<file path="config.mk">
export PLATFORM = sky130hd
export DESIGN_NAME = fixed_latency_memory_responder_core
export DESIGN_NICKNAME = d
export VERILOG_FILES = /design/src/sv/flr_pkg.sv /design/src/sv/fixed_latency_memory_responder_core.sv /design/src/sv/flr_ram.sv /design/src/sv/flr_front.sv /design/src/sv/flr_cmd_queue.sv /design/src/sv/flr_back.sv
export VERILOG_INCLUDE_DIRS = /design/src /design/src/sv
export SDC_FILE = /design/constraint.sdc
export NUM_CORES = 2
export LEC_CHECK = 0
export BUFFER_PORTS_ARGS = -buffer_cell sky130_fd_sc_hd__buf_2
export CAP_MARGIN = 10
export CORE_MARGIN = 8
export CORE_UTILIZATION = 44
export DETAILED_ROUTE_END_ITERATION = 10
export PLACE_DENSITY = 0.74
export SETUP_SLACK_MARGIN = 0.02
export SLEW_MARGIN = 0
export SYNTH_ARGS = -nofsm -noshare
export SYNTH_HDL_FRONTEND = slang
export SYNTH_SLANG_ARGS = --single-unit
</file>
<file path="constraint.sdc">
create_clock -name clk_i -period 8.6 [get_ports clk_i]
set_input_delay 0.43 -clock clk_i [delete_from_list [all_inputs] [get_ports clk_i]]
set_output_delay 0.43 -clock clk_i [all_outputs]
set_load 0.005 [all_outputs]
</file>
<file path="src/sv/fixed_latency_memory_responder_core_defines.svh">
// Assertion helpers for the fixed latency memory responder.
// Both macros expect clk_i and rst_ni in the scope where they are used.
`ifndef FIXED_LATENCY_MEMORY_RESPONDER_CORE_DEFINES_SVH
`define FIXED_LATENCY_MEMORY_RESPONDER_CORE_DEFINES_SVH

// Same-cycle implication, disabled while reset is applied.
`define FLR_ASSERT_NOW(label, ante, cons, msg) \
  label: assert property (@(posedge clk_i) disable iff (!rst_ni) (ante) |-> (cons)) \
    else $error(msg);

// Next-cycle implication, disabled while reset is applied.
`define FLR_ASSERT_NEXT(label, ante, cons, msg) \
  label: assert property (@(posedge clk_i) disable iff (!rst_ni) (ante) |=> (cons)) \
    else $error(msg);

`endif

</file>
<file path="src/sv/flr_pkg.sv">
package flr_pkg;

  localparam int unsigned REQ_DEPTH   = 16;
  localparam int unsigned RESP_DEPTH  = 16;
  localparam int unsigned MAX_CREDITS = 255;

  localparam int unsigned REQ_AW  = (REQ_DEPTH > 1) ? $clog2(REQ_DEPTH) : 1;
  localparam int unsigned RESP_AW = (RESP_DEPTH > 1) ? $clog2(RESP_DEPTH) : 1;
  localparam int unsigned REQ_CW  = $clog2(REQ_DEPTH + 1);
  localparam int unsigned RESP_CW = $clog2(RESP_DEPTH + 1);
  localparam int unsigned CRED_W  = $clog2(MAX_CREDITS + 1);

  localparam int unsigned CQ_DEPTH = 2;
  localparam int unsigned CQ_AW    = (CQ_DEPTH > 1) ? $clog2(CQ_DEPTH) : 1;
  localparam int unsigned CQ_CW    = $clog2(CQ_DEPTH + 1);

  localparam int unsigned WORD_W      = 64;
  localparam int unsigned LAT_W       = 16;
  localparam int unsigned IN_TDATA_W  = 72;
  localparam int unsigned OUT_TDATA_W = 80;
  localparam int unsigned CFG_IDX_W   = 3;
  localparam int unsigned CFG_DATA_W  = 16;

  localparam logic [2:0] ORIGIN_L2 = 3'd2;

  typedef enum logic [1:0] {
    OP_REQUEST = 2'd0,
    OP_CREDIT  = 2'd1,
    OP_TICK    = 2'd2,
    OP_NONE    = 2'd3
  } op_e;

  typedef enum logic [1:0] {
    RK_CREDIT     = 2'd0,
    RK_RESPONSE   = 2'd1,
    RK_BAD_ORIGIN = 2'd2,
    RK_OVERFLOW   = 2'd3
  } rk_e;

  typedef enum logic [1:0] {
    CMD_REQ    = 2'd0,
    CMD_BAD    = 2'd1,
    CMD_CREDIT = 2'd2,
    CMD_TICK   = 2'd3
  } cmd_e;

  typedef enum logic [CFG_IDX_W-1:0] {
    CFG_LATENCY = 3'd0,
    CFG_NODE    = 3'd1,
    CFG_APP     = 3'd2,
    CFG_PACKETS = 3'd3,
    CFG_FLITS   = 3'd4
  } cfg_idx_e;

  // Request word: address 31:0, length 47:32, node 55:48, app 59:56,
  // kind 61:60, level two hit 62, roundtrip mark 63.
  typedef struct packed {
    cmd_e              kind;
    logic [WORD_W-1:0] word;
  } cmd_t;

  typedef struct packed {
    logic [LAT_W-1:0] latency;
    logic [7:0]       packets;
    logic [7:0]       flits;
  } cfg_t;

  typedef struct packed {
    rk_e         kind;
    logic [7:0]  dst_node;
    logic [3:0]  dst_app;
    logic [1:0]  resp_kind;
    logic        resp_l2_hit;
    logic [31:0] resp_address;
    logic [15:0] resp_length;
    logic        resp_roundtrip;
    logic [7:0]  resp_packets;
    logic [7:0]  resp_flits;
  } result_t;

  typedef struct packed {
    logic [REQ_CW-1:0]  req_count;
    logic [RESP_CW-1:0] resp_count;
    logic [CRED_W-1:0]  held;
    logic               armed;
    logic               tick_read;
    logic               credit_read;
  } status_t;

endpackage

</file>
<file path="src/sv/fixed_latency_memory_responder_core.sv">
// Fixed latency memory responder. Each input transaction is a request, an output credit or a
// time tick, selected by s_axis_tuser_i; every transaction gives at most one output
// transaction, whose kind is on m_axis_tuser_o: an ingress credit for an accepted request, an
// error for a request from a level other than two or one that finds the request queue full,
// or a response. A response is due when the latency timer runs out on time ticks; it leaves
// at once if an output credit is held, else when the next credit arrives. The input side
// takes a transaction whenever the two-entry command queue has room. The executing side
// handles one command at a time: a request, an error, a saved credit or a non-expiring tick
// ends in ST_IDLE, while a retiring tick or a credit that releases a queued response also
// passes ST_TICK_RD or ST_CRED_RD, as the request and response queues are RAMs with
// registered reads. A command waits while the output register holds an untaken transaction.
// No clearing pass runs after reset; the block is ready as soon as reset is released.
module fixed_latency_memory_responder_core import flr_pkg::*; (
  input  logic                   clk_i,
  input  logic                   rst_ni,
  // Configuration writes.
  input  logic                   cfg_we_i,
  input  logic [CFG_IDX_W-1:0]   cfg_idx_i,
  input  logic [CFG_DATA_W-1:0]  cfg_wdata_i,
  // Input stream.
  input  logic                   s_axis_tvalid_i,
  output logic                   s_axis_tready_o,
  // operation[1:0]
  input  logic [1:0]             s_axis_tuser_i,
  // req_origin[2:0], req_node[10:3], req_app[14:11], req_kind[16:15], req_l2_hit[17],
  // req_address[49:18], req_length[65:50], req_roundtrip[66], zero[71:67]
  input  logic [IN_TDATA_W-1:0]  s_axis_tdata_i,
  // Output stream.
  output logic                   m_axis_tvalid_o,
  input  logic                   m_axis_tready_i,
  // result_kind[1:0]
  output logic [1:0]             m_axis_tuser_o,
  // dst_node[7:0], dst_app[11:8], resp_kind[13:12], resp_l2_hit[14], resp_address[46:15],
  // resp_length[62:47], resp_roundtrip[63], resp_packets[71:64], resp_flits[79:72]
  output logic [OUT_TDATA_W-1:0] m_axis_tdata_o
);

  `include "fixed_latency_memory_responder_core_defines.svh"

  // The own node and application identifiers are accepted on the configuration port but
  // no output carries them, so their writes are dropped and no storage is kept for them.
  cfg_t    cfg_q, cfg_d;

  logic    front_valid;
  cmd_t    front_cmd;
  logic    queue_full;
  logic    queue_valid;
  cmd_t    queue_cmd;
  logic    queue_pop;

  logic    out_valid_q, out_valid_d;
  result_t out_q;
  logic    out_free;
  logic    emit;
  result_t emit_result;
  status_t status;

  // Configuration register file.
  always_comb begin
    cfg_d = cfg_q;
    if (cfg_we_i) begin
      unique case (cfg_idx_e'(cfg_idx_i))
        CFG_LATENCY: cfg_d.latency = cfg_wdata_i[LAT_W-1:0];
        CFG_PACKETS: cfg_d.packets = cfg_wdata_i[7:0];
        CFG_FLITS:   cfg_d.flits   = cfg_wdata_i[7:0];
        default:     ;
      endcase
    end
  end

  always_ff @(posedge clk_i or negedge rst_ni) begin
    if (!rst_ni) begin
      cfg_q.latency <= LAT_W'(100);
      cfg_q.packets <= 8'd1;
      cfg_q.flits   <= 8'd1;
    end else begin
      cfg_q <= cfg_d;
    end
  end

  // Front end: decode the operation and check the requester's level.
  flr_front u_front (
    .op_i        (s_axis_tuser_i),
    .data_i      (s_axis_tdata_i),
    .cmd_valid_o (front_valid),
    .cmd_o       (front_cmd)
  );

  // Any transaction is taken while the queue has room; the unused operation code is
  // taken as well and simply not queued.
  assign s_axis_tready_o = !queue_full;

  flr_cmd_queue u_cmd_queue (
    .clk_i   (clk_i),
    .rst_ni  (rst_ni),
    .push_i  (s_axis_tvalid_i && front_valid),
    .cmd_i   (front_cmd),
    .full_o  (queue_full),
    .pop_i   (queue_pop),
    .valid_o (queue_valid),
    .cmd_o   (queue_cmd)
  );

  // The back end only starts a command when the output register is free by the end of the
  // cycle, so a result produced later in ST_TICK_RD or ST_CRED_RD still finds it empty.
  assign out_free = !out_valid_q || m_axis_tready_i;

  flr_back u_back (
    .clk_i       (clk_i),
    .rst_ni      (rst_ni),
    .cfg_i       (cfg_q),
    .cmd_valid_i (queue_valid),
    .cmd_i       (queue_cmd),
    .cmd_pop_o   (queue_pop),
    .out_free_i  (out_free),
    .emit_o      (emit),
    .result_o    (emit_result),
    .status_o    (status)
  );

  // Output register.
  always_comb begin
    out_valid_d = out_valid_q;
    if (emit) begin
      out_valid_d = 1'b1;
    end else if (m_axis_tready_i) begin
      out_valid_d = 1'b0;
    end
  end

  always_ff @(posedge clk_i or negedge rst_ni) begin
    if (!rst_ni) begin
      out_valid_q <= 1'b0;
    end else begin
      out_valid_q <= out_valid_d;
    end
  end

  always_ff @(posedge clk_i) begin
    if (emit) begin
      out_q <= emit_result;
    end
  end

  assign m_axis_tvalid_o = out_valid_q;
  assign m_axis_tuser_o  = out_q.kind;
  assign m_axis_tdata_o  = {out_q.resp_flits, out_q.resp_packets, out_q.resp_roundtrip,
                            out_q.resp_length, out_q.resp_address, out_q.resp_l2_hit,
                            out_q.resp_kind, out_q.dst_app, out_q.dst_node};

  // Queued requests always have a running timer.
  `FLR_ASSERT_NOW(a_armed_when_pending, status.req_count != '0, status.armed,
                  "requests are queued while the latency timer is idle")

  // Credits are only saved when no response waits, and responses only queue without credits.
  `FLR_ASSERT_NOW(a_credit_xor_backlog, status.held != '0, status.resp_count == '0,
                  "credits are held while responses are waiting")

  // A response read from the response RAM must find the output register empty.
  `FLR_ASSERT_NOW(a_out_free_on_release, status.credit_read, !out_valid_q,
                  "released response would overwrite a pending output transaction")

  // Retiring the head request removes exactly one entry from the request queue.
  `FLR_ASSERT_NEXT(a_retire_pops_one, status.tick_read,
                   status.req_count == $past(status.req_count) - REQ_CW'(1),
                   "request queue count wrong after retiring the head request")

endmodule

</file>
<file path="src/sv/flr_ram.sv">
module flr_ram #(
  parameter int unsigned WIDTH = 64,
  parameter int unsigned DEPTH = 16
) (
  input  logic                                      clk_i,
  input  logic                                      we_i,
  input  logic [((DEPTH > 1) ? $clog2(DEPTH) : 1)-1:0] addr_i,
  input  logic [WIDTH-1:0]                          wdata_i,
  output logic [WIDTH-1:0]                          rdata_o
);

  logic [WIDTH-1:0] mem_q [DEPTH];

  always_ff @(posedge clk_i) begin
    if (we_i) begin
      mem_q[addr_i] <= wdata_i;
    end
    rdata_o <= mem_q[addr_i];
  end

endmodule

</file>
<file path="src/sv/flr_front.sv">
module flr_front import flr_pkg::*; (
  input  logic [1:0]            op_i,
  input  logic [IN_TDATA_W-1:0] data_i,
  output logic                  cmd_valid_o,
  output cmd_t                  cmd_o
);

  logic [2:0]  origin;
  logic [7:0]  node;
  logic [3:0]  app;
  logic [1:0]  kind;
  logic        l2_hit;
  logic [31:0] address;
  logic [15:0] length;
  logic        roundtrip;

  assign origin    = data_i[2:0];
  assign node      = data_i[10:3];
  assign app       = data_i[14:11];
  assign kind      = data_i[16:15];
  assign l2_hit    = data_i[17];
  assign address   = data_i[49:18];
  assign length    = data_i[65:50];
  assign roundtrip = data_i[66];

  // Requests from the wrong level are flagged here; the unused code is dropped.
  always_comb begin
    cmd_valid_o = 1'b1;
    cmd_o.word  = {roundtrip, l2_hit, kind, app, node, length, address};
    cmd_o.kind  = CMD_TICK;
    unique case (op_e'(op_i))
      OP_REQUEST: cmd_o.kind = (origin == ORIGIN_L2) ? CMD_REQ : CMD_BAD;
      OP_CREDIT:  cmd_o.kind = CMD_CREDIT;
      OP_TICK:    cmd_o.kind = CMD_TICK;
      default:    cmd_valid_o = 1'b0;
    endcase
  end

endmodule

</file>
<file path="src/sv/flr_cmd_queue.sv">
module flr_cmd_queue import flr_pkg::*; (
  input  logic clk_i,
  input  logic rst_ni,
  input  logic push_i,
  input  cmd_t cmd_i,
  output logic full_o,
  input  logic pop_i,
  output logic valid_o,
  output cmd_t cmd_o
);

  cmd_t             mem_q [CQ_DEPTH];
  logic [CQ_AW-1:0] wr_ptr_q, wr_ptr_d;
  logic [CQ_AW-1:0] rd_ptr_q, rd_ptr_d;
  logic [CQ_CW-1:0] count_q, count_d;
  logic             do_push;
  logic             do_pop;

  assign full_o  = (count_q == CQ_CW'(CQ_DEPTH));
  assign valid_o = (count_q != '0);
  assign cmd_o   = mem_q[rd_ptr_q];
  assign do_push = push_i && !full_o;
  assign do_pop  = pop_i && valid_o;

  always_comb begin
    wr_ptr_d = wr_ptr_q;
    rd_ptr_d = rd_ptr_q;
    count_d  = count_q;
    if (do_push) begin
      wr_ptr_d = (wr_ptr_q == CQ_AW'(CQ_DEPTH - 1)) ? '0 : wr_ptr_q + 1'b1;
    end
    if (do_pop) begin
      rd_ptr_d = (rd_ptr_q == CQ_AW'(CQ_DEPTH - 1)) ? '0 : rd_ptr_q + 1'b1;
    end
    if (do_push && !do_pop) begin
      count_d = count_q + 1'b1;
    end else if (do_pop && !do_push) begin
      count_d = count_q - 1'b1;
    end
  end

  always_ff @(posedge clk_i or negedge rst_ni) begin
    if (!rst_ni) begin
      wr_ptr_q <= '0;
      rd_ptr_q <= '0;
      count_q  <= '0;
    end else begin
      wr_ptr_q <= wr_ptr_d;
      rd_ptr_q <= rd_ptr_d;
      count_q  <= count_d;
    end
  end

  always_ff @(posedge clk_i) begin
    if (do_push) begin
      mem_q[wr_ptr_q] <= cmd_i;
    end
  end

endmodule

</file>
<file path="src/sv/flr_back.sv">
module flr_back import flr_pkg::*; (
  input  logic    clk_i,
  input  logic    rst_ni,
  input  cfg_t    cfg_i,
  input  logic    cmd_valid_i,
  input  cmd_t    cmd_i,
  output logic    cmd_pop_o,
  input  logic    out_free_i,
  output logic    emit_o,
  output result_t result_o,
  output status_t status_o
);

  typedef enum logic [2:0] {
    ST_IDLE    = 3'b001,
    ST_TICK_RD = 3'b010,
    ST_CRED_RD = 3'b100
  } state_e;

  state_e             state_q, state_d;
  logic [REQ_AW-1:0]  req_head_q, req_head_d, req_tail_q, req_tail_d;
  logic [REQ_CW-1:0]  req_count_q, req_count_d;
  logic [RESP_AW-1:0] resp_head_q, resp_head_d, resp_tail_q, resp_tail_d;
  logic [RESP_CW-1:0] resp_count_q, resp_count_d;
  logic [CRED_W-1:0]  held_q, held_d;
  logic [LAT_W-1:0]   cd_q, cd_d;
  logic               armed_q, armed_d;

  logic               req_we;
  logic [REQ_AW-1:0]  req_addr;
  logic [WORD_W-1:0]  req_rdata;
  logic               resp_we;
  logic [RESP_AW-1:0] resp_addr;
  logic [WORD_W-1:0]  resp_rdata;

  logic [LAT_W-1:0]   arm_value;
  logic [LAT_W-1:0]   cd_dec;

  // A programmed latency of zero is replaced by 1 when the timer is armed.
  assign arm_value = (cfg_i.latency == '0) ? LAT_W'(1) : cfg_i.latency;
  assign cd_dec    = (cd_q == '0) ? '0 : cd_q - 1'b1;

  function automatic result_t plain_result(rk_e kind);
    result_t r;
    r      = '0;
    r.kind = kind;
    return r;
  endfunction

  function automatic result_t response(logic [WORD_W-1:0] w, cfg_t cfg);
    result_t r;
    r.kind           = RK_RESPONSE;
    r.dst_node       = w[55:48];
    r.dst_app        = w[59:56];
    r.resp_kind      = w[61:60];
    r.resp_l2_hit    = w[62];
    r.resp_address   = w[31:0];
    r.resp_length    = w[47:32];
    r.resp_roundtrip = w[63];
    r.resp_packets   = cfg.packets;
    r.resp_flits     = cfg.flits;
    return r;
  endfunction

  always_comb begin
    state_d      = state_q;
    req_head_d   = req_head_q;
    req_tail_d   = req_tail_q;
    req_count_d  = req_count_q;
    resp_head_d  = resp_head_q;
    resp_tail_d  = resp_tail_q;
    resp_count_d = resp_count_q;
    held_d       = held_q;
    cd_d         = cd_q;
    armed_d      = armed_q;
    req_we       = 1'b0;
    req_addr     = req_head_q;
    resp_we      = 1'b0;
    resp_addr    = resp_head_q;
    cmd_pop_o    = 1'b0;
    emit_o       = 1'b0;
    result_o     = plain_result(RK_CREDIT);

    unique case (state_q)
      ST_IDLE: begin
        if (cmd_valid_i && out_free_i) begin
          cmd_pop_o = 1'b1;
          unique case (cmd_i.kind)
            CMD_BAD: begin
              emit_o   = 1'b1;
              result_o = plain_result(RK_BAD_ORIGIN);
            end
            CMD_REQ: begin
              emit_o = 1'b1;
              if (req_count_q == REQ_CW'(REQ_DEPTH)) begin
                result_o = plain_result(RK_OVERFLOW);
              end else begin
                req_we      = 1'b1;
                req_addr    = req_tail_q;
                req_tail_d  = (req_tail_q == REQ_AW'(REQ_DEPTH - 1)) ? '0 : req_tail_q + 1'b1;
                req_count_d = req_count_q + 1'b1;
                if (!armed_q) begin
                  armed_d = 1'b1;
                  cd_d    = arm_value;
                end
              end
            end
            CMD_CREDIT: begin
              if (resp_count_q != '0) begin
                state_d = ST_CRED_RD;
              end else if (held_q != CRED_W'(MAX_CREDITS)) begin
                held_d = held_q + 1'b1;
              end
            end
            CMD_TICK: begin
              if (armed_q) begin
                cd_d = cd_dec;
                if (cd_dec == '0) begin
                  if (req_count_q == '0) begin
                    armed_d = 1'b0;
                  end else if (held_q != '0 || resp_count_q != RESP_CW'(RESP_DEPTH)) begin
                    state_d = ST_TICK_RD;
                  end
                end
              end
            end
            default: ;
          endcase
        end
      end
      ST_TICK_RD: begin
        state_d     = ST_IDLE;
        req_head_d  = (req_head_q == REQ_AW'(REQ_DEPTH - 1)) ? '0 : req_head_q + 1'b1;
        req_count_d = req_count_q - 1'b1;
        if (held_q != '0) begin
          held_d   = held_q - 1'b1;
          emit_o   = 1'b1;
          result_o = response(req_rdata, cfg_i);
        end else begin
          resp_we      = 1'b1;
          resp_addr    = resp_tail_q;
          resp_tail_d  = (resp_tail_q == RESP_AW'(RESP_DEPTH - 1)) ? '0 : resp_tail_q + 1'b1;
          resp_count_d = resp_count_q + 1'b1;
        end
        if (req_count_q != REQ_CW'(1)) begin
          cd_d = arm_value;
        end else begin
          armed_d = 1'b0;
          cd_d    = '0;
        end
      end
      ST_CRED_RD: begin
        state_d      = ST_IDLE;
        resp_head_d  = (resp_head_q == RESP_AW'(RESP_DEPTH - 1)) ? '0 : resp_head_q + 1'b1;
        resp_count_d = resp_count_q - 1'b1;
        emit_o       = 1'b1;
        result_o     = response(resp_rdata, cfg_i);
      end
      default: state_d = ST_IDLE;
    endcase
  end

  always_ff @(posedge clk_i or negedge rst_ni) begin
    if (!rst_ni) begin
      state_q      <= ST_IDLE;
      req_head_q   <= '0;
      req_tail_q   <= '0;
      req_count_q  <= '0;
      resp_head_q  <= '0;
      resp_tail_q  <= '0;
      resp_count_q <= '0;
      held_q       <= '0;
      cd_q         <= '0;
      armed_q      <= 1'b0;
    end else begin
      state_q      <= state_d;
      req_head_q   <= req_head_d;
      req_tail_q   <= req_tail_d;
      req_count_q  <= req_count_d;
      resp_head_q  <= resp_head_d;
      resp_tail_q  <= resp_tail_d;
      resp_count_q <= resp_count_d;
      held_q       <= held_d;
      cd_q         <= cd_d;
      armed_q      <= armed_d;
    end
  end

  flr_ram #(
    .WIDTH (WORD_W),
    .DEPTH (REQ_DEPTH)
  ) u_req_ram (
    .clk_i   (clk_i),
    .we_i    (req_we),
    .addr_i  (req_addr),
    .wdata_i (cmd_i.word),
    .rdata_o (req_rdata)
  );

  flr_ram #(
    .WIDTH (WORD_W),
    .DEPTH (RESP_DEPTH)
  ) u_resp_ram (
    .clk_i   (clk_i),
    .we_i    (resp_we),
    .addr_i  (resp_addr),
    .wdata_i (req_rdata),
    .rdata_o (resp_rdata)
  );

  assign status_o.req_count   = req_count_q;
  assign status_o.resp_count  = resp_count_q;
  assign status_o.held        = held_q;
  assign status_o.armed       = armed_q;
  assign status_o.tick_read   = (state_q == ST_TICK_RD);
  assign status_o.credit_read = (state_q == ST_CRED_RD);

endmodule

</file>
==> impl_metrics.py <==
metrics = {
    "place": {
        "place.gp.congestion": 0.7934,
        "dp_hpwl_um": 113500,
        "port_buffers": 176,
    },
    "synth": {
        "synth.top_cells.by_area": "edfxtp_1 (73%), mux2i_1 (11%), o22ai_1 (3.5%)",
        "ys_ff_latch": 2481,
        "ys_types": 71,
        "synth_mux_area_share_pct": 12.29,
        "synth_fa_ha_area_share_pct": 0.3381,
        "synth_top_cell_area_share_pct": 72.83,
        "synth_top_area_cell": "edfxtp_1",
        "synth_ff_type": "edfxtp_1",
        "synth-async-reset-ratio_pct": 3.668,
        "ys_seq_area_share_pct": 78.02,
        "yosys.area_share.simple_pct": 2.525,
        "synth-edff-count": 2262,
        "ys_warn_count": 0,
        "synth-xor-area-share_pct": 0.2817,
        "synth_compound_area_share_pct": 4.959,
        "syn_area_per_cell_um2": 18.47,
        "synth_nets": 5172,
        "syn_area_um2": 93270,
        "synth_top_family_by_area": "multiplexers",
        "syn_inst": 5050,
    },
    "job": {
        "cap_violations": 0,
    },
    "drt": {
        "wl_met1_um": 88460,
        "wl_met3_um": 17270,
        "drt-pass1-iter-count": 8,
        "ant_nets": 0,
        "drt_iter0_drc": 4942,
        "avgRoutedWirePerCell_um": 26.07,
        "vias": 48160,
        "maxUsedRoutingLayer": "met5",
        "wl_um": 219300,
        "drc": 0,
        "routed_via_density": 5.726,
        "dr_wl_met2_um": 107000,
    },
    "die": {
        "num_rows": 169,
        "die_area_um2": 227000,
        "start_util_pct": 44.11,
        "die_h_um": 476.4,
        "fp.dieW_um": 476.4,
        "fp.coreArea_um2": 211500,
        "io-pin-count": 182,
    },
    "power": {
        "powerDensity_nw_per_um2": 297.7,
        "p_leak_nw": 39.98,
        "finalPower_mw": 31.67,
        "ir_worst_vdd_mv": 0.2120,
    },
    "grt": {
        "track_usage_pct": 18.44,
        "grt_max_degree": 159,
        "grt_pass1_vias": 48550,
        "grt_pass1_wl_um": 317000,
        "grt_overflow": 0,
        "antenna_found_initial": 22,
    },
    "critical_path": {
        "crit_fanout": 158,
        "start_kind": "flop",
        "arrival_ps": 5750,
        "required_ps": 9250,
        "worstSetupEndpointType": "flop",
        "criticalPathCategory": "reg2reg",
    },
    "sta": {
        "period_minus_slack_ps": 5101,
        "fmax_mhz": 196.0,
        "setup-tns-final_ps": 0,
        "drv_slew": 0,
        "finalHoldViolCount": 0,
        "finalSetupViolCount": 0,
        "skew_ps": 74.61,
        "hold_ws_ps": 39.66,
        "rsz0062_at_grt": "false",
        "fin_crit_sh_pct": 59.31,
        "tightest_slew_ps": 1266,
        "slew_headroom_pct": 15.40,
    },
    "final_layout": {
        "nets": 5505,
        "final_common_cell": "edfxtp_1",
        "drive_gt1_share_pct": 14.72,
        "fill_cells": 16650,
        "synthToLayoutAreaGrowth_pct": 14.04,
        "mostFrequentLayoutCells": "edfxtp_1 (2262), mux2i_1 (1031), o22ai_1 (516), clkbuf_16 (231), buf_2 (175)",
    },
    "clock_tree": {
        "postCtsSetupBuffers": 0,
        "insertion_delay_ps": 890,
        "clk_path_buf_depth": 3,
        "cts.htree.levels": 4,
        "root_buffer": "clkbuf_16",
        "clkSinkCount": 2481,
        "cts_tree": "yes",
        "path_clk_slew_ps": 60,
        "cts_buffers": 229,
    },
    "outcome": {
        "status": "completed",
    },
    "hold_path": {
        "min_path_type": "in2reg",
    },
}
what timing repair did:
item | CTS | global route
resized for setup | 0 | 0
endpoints found under the hold margin | 205 | 0
hold buffers | 84 | 0
final timing paths:
| path | startpoint | to | slack, ps | depth (start not counted) |
|---|---|---|---|---|
| setup / recovery | u_cmd_queue.rd_ptr_q | u_back.u_req_ram.rdata_o[38] | 3500 | 9 |
| hold / removal | s_axis_tvalid_i | u_cmd_queue.wr_ptr_q | 40 | 3 |
| setup reg to reg | u_cmd_queue.rd_ptr_q | u_back.u_req_ram.rdata_o[38] | 3500 | 9 |
| hold reg to reg | cfg_q[4] | cfg_q[4] | 500 | 1 |
| max in group asynchronous | rst_ni | u_back.cd_q[14] | 7390 | 3 |
| min in group asynchronous | rst_ni | u_back.resp_tail_q[2] | 130 | 2 |
layout make-up:
type                            instances  area [µm²]  area share (%)
Timing Repair Buffer                  366        2620           2.463
Clock inverter                        135        1697           1.595
Antenna cell                            4       10.01        0.009411
Clock buffer                          298        6252           5.878
Tap cell                             2821        3530           3.318
Multi-Input combinational cell       2280       19380           18.22
Sequential cell                      2481       72780           68.42
Inverter                               25       95.09         0.08940
per-layer routing:
metal | up-vias | GRT usage [%]
li1 | 21030 | -
met1 | 24690 | 24.38
met2 | 2041 | 30.85
met3 | 381 | 3.649
met4 | 16 | 5.910
met5 | - | 0
power breakdown:
group | switching (mW) | internal [mW] | total [mW]
Sequential | 0.855 | 15.1 | 16.0
Clock | 4.46 | 6.02 | 10.5
Combinational | 3.27 | 1.93 | 5.20
Total | 8.58 | 23.1 | 31.7
metrics by stage:
stage	util, %	std cells	area (µm²)	worst slack [ps]
4_1_cts	50.30	8406	106400	3530
6_report	50.30	8410	106400	3499
5_1_grt	50.30	8408	106400	3270
3_5_place_dp	46.14	7889	97560	3494
2_1_floorplan	-	5050	93280	1302
3_3_place_gp	46.14	7889	97560	3610
synthesized netlist by cell type, types with 4 or more instances:
cell and number:
dfxtp_1 128, inv_1 23, or4_1 136, buf_6 28, nor4b_1 5, xnor2_1 18
nor3_1 23, o21ai_0 38, nor2b_1 21, nor2_1 86, a22o_1 64, ha_1 22
xor2_1 12, or2_2 4, nand4_1 7, mux2_2 101, buf_4 4, clkbuf_1 90
edfxtp_1 2262, or3_1 4, nor4_1 14, dfrtp_1 85, mux2i_1 1032, nand2b_1 10
o22ai_1 517, nand3_1 7, buf_1 12, a21o_1 10, dfstp_2 6, a31oi_4 6
a21oi_1 31, nand2_1 56, buf_2 129
state kept, by name, indices dropped and copies added (netlist names), 5 cells and up:
register and flops:
u_back.req_count_q 5, u_back.held_q 8, u_back.resp_count_q 5, u_back.u_req_ram.mem_q 1024, u_back.u_resp_ram.rdata_o 64, u_back.cd_q 16
m_axis_tdata_o 80, cfg_q 32, u_back.u_resp_ram.mem_q 1024, u_cmd_queue.mem_q 132, u_back.u_req_ram.rdata_o 64
critical path, cell delays in order (launching register included):
cell      delay, ps
dfrtp_4         590
mux2i_1         490
ha_1            270
a21boi_2        370
nand2_4         240
a21boi_4        780
buf_12          820
mux2i_1         300
o22ai_1         130
or4_1           700
cells by family (layout without fill, tap and decap cells):
kind of cell               count (synthesis)  in the layout
AOI/OAI and AO/OA                        694            694
xor gates and xnor gates                  30             30
and+or+nand+nor                          399            399
muxes                                   1133           1133
buffers and inverters                    289            824
other                                      0              4
DFF                                     2481           2481
adders and majority gates                 24             24
Note: power is estimated with default switching activity, not from simulation.
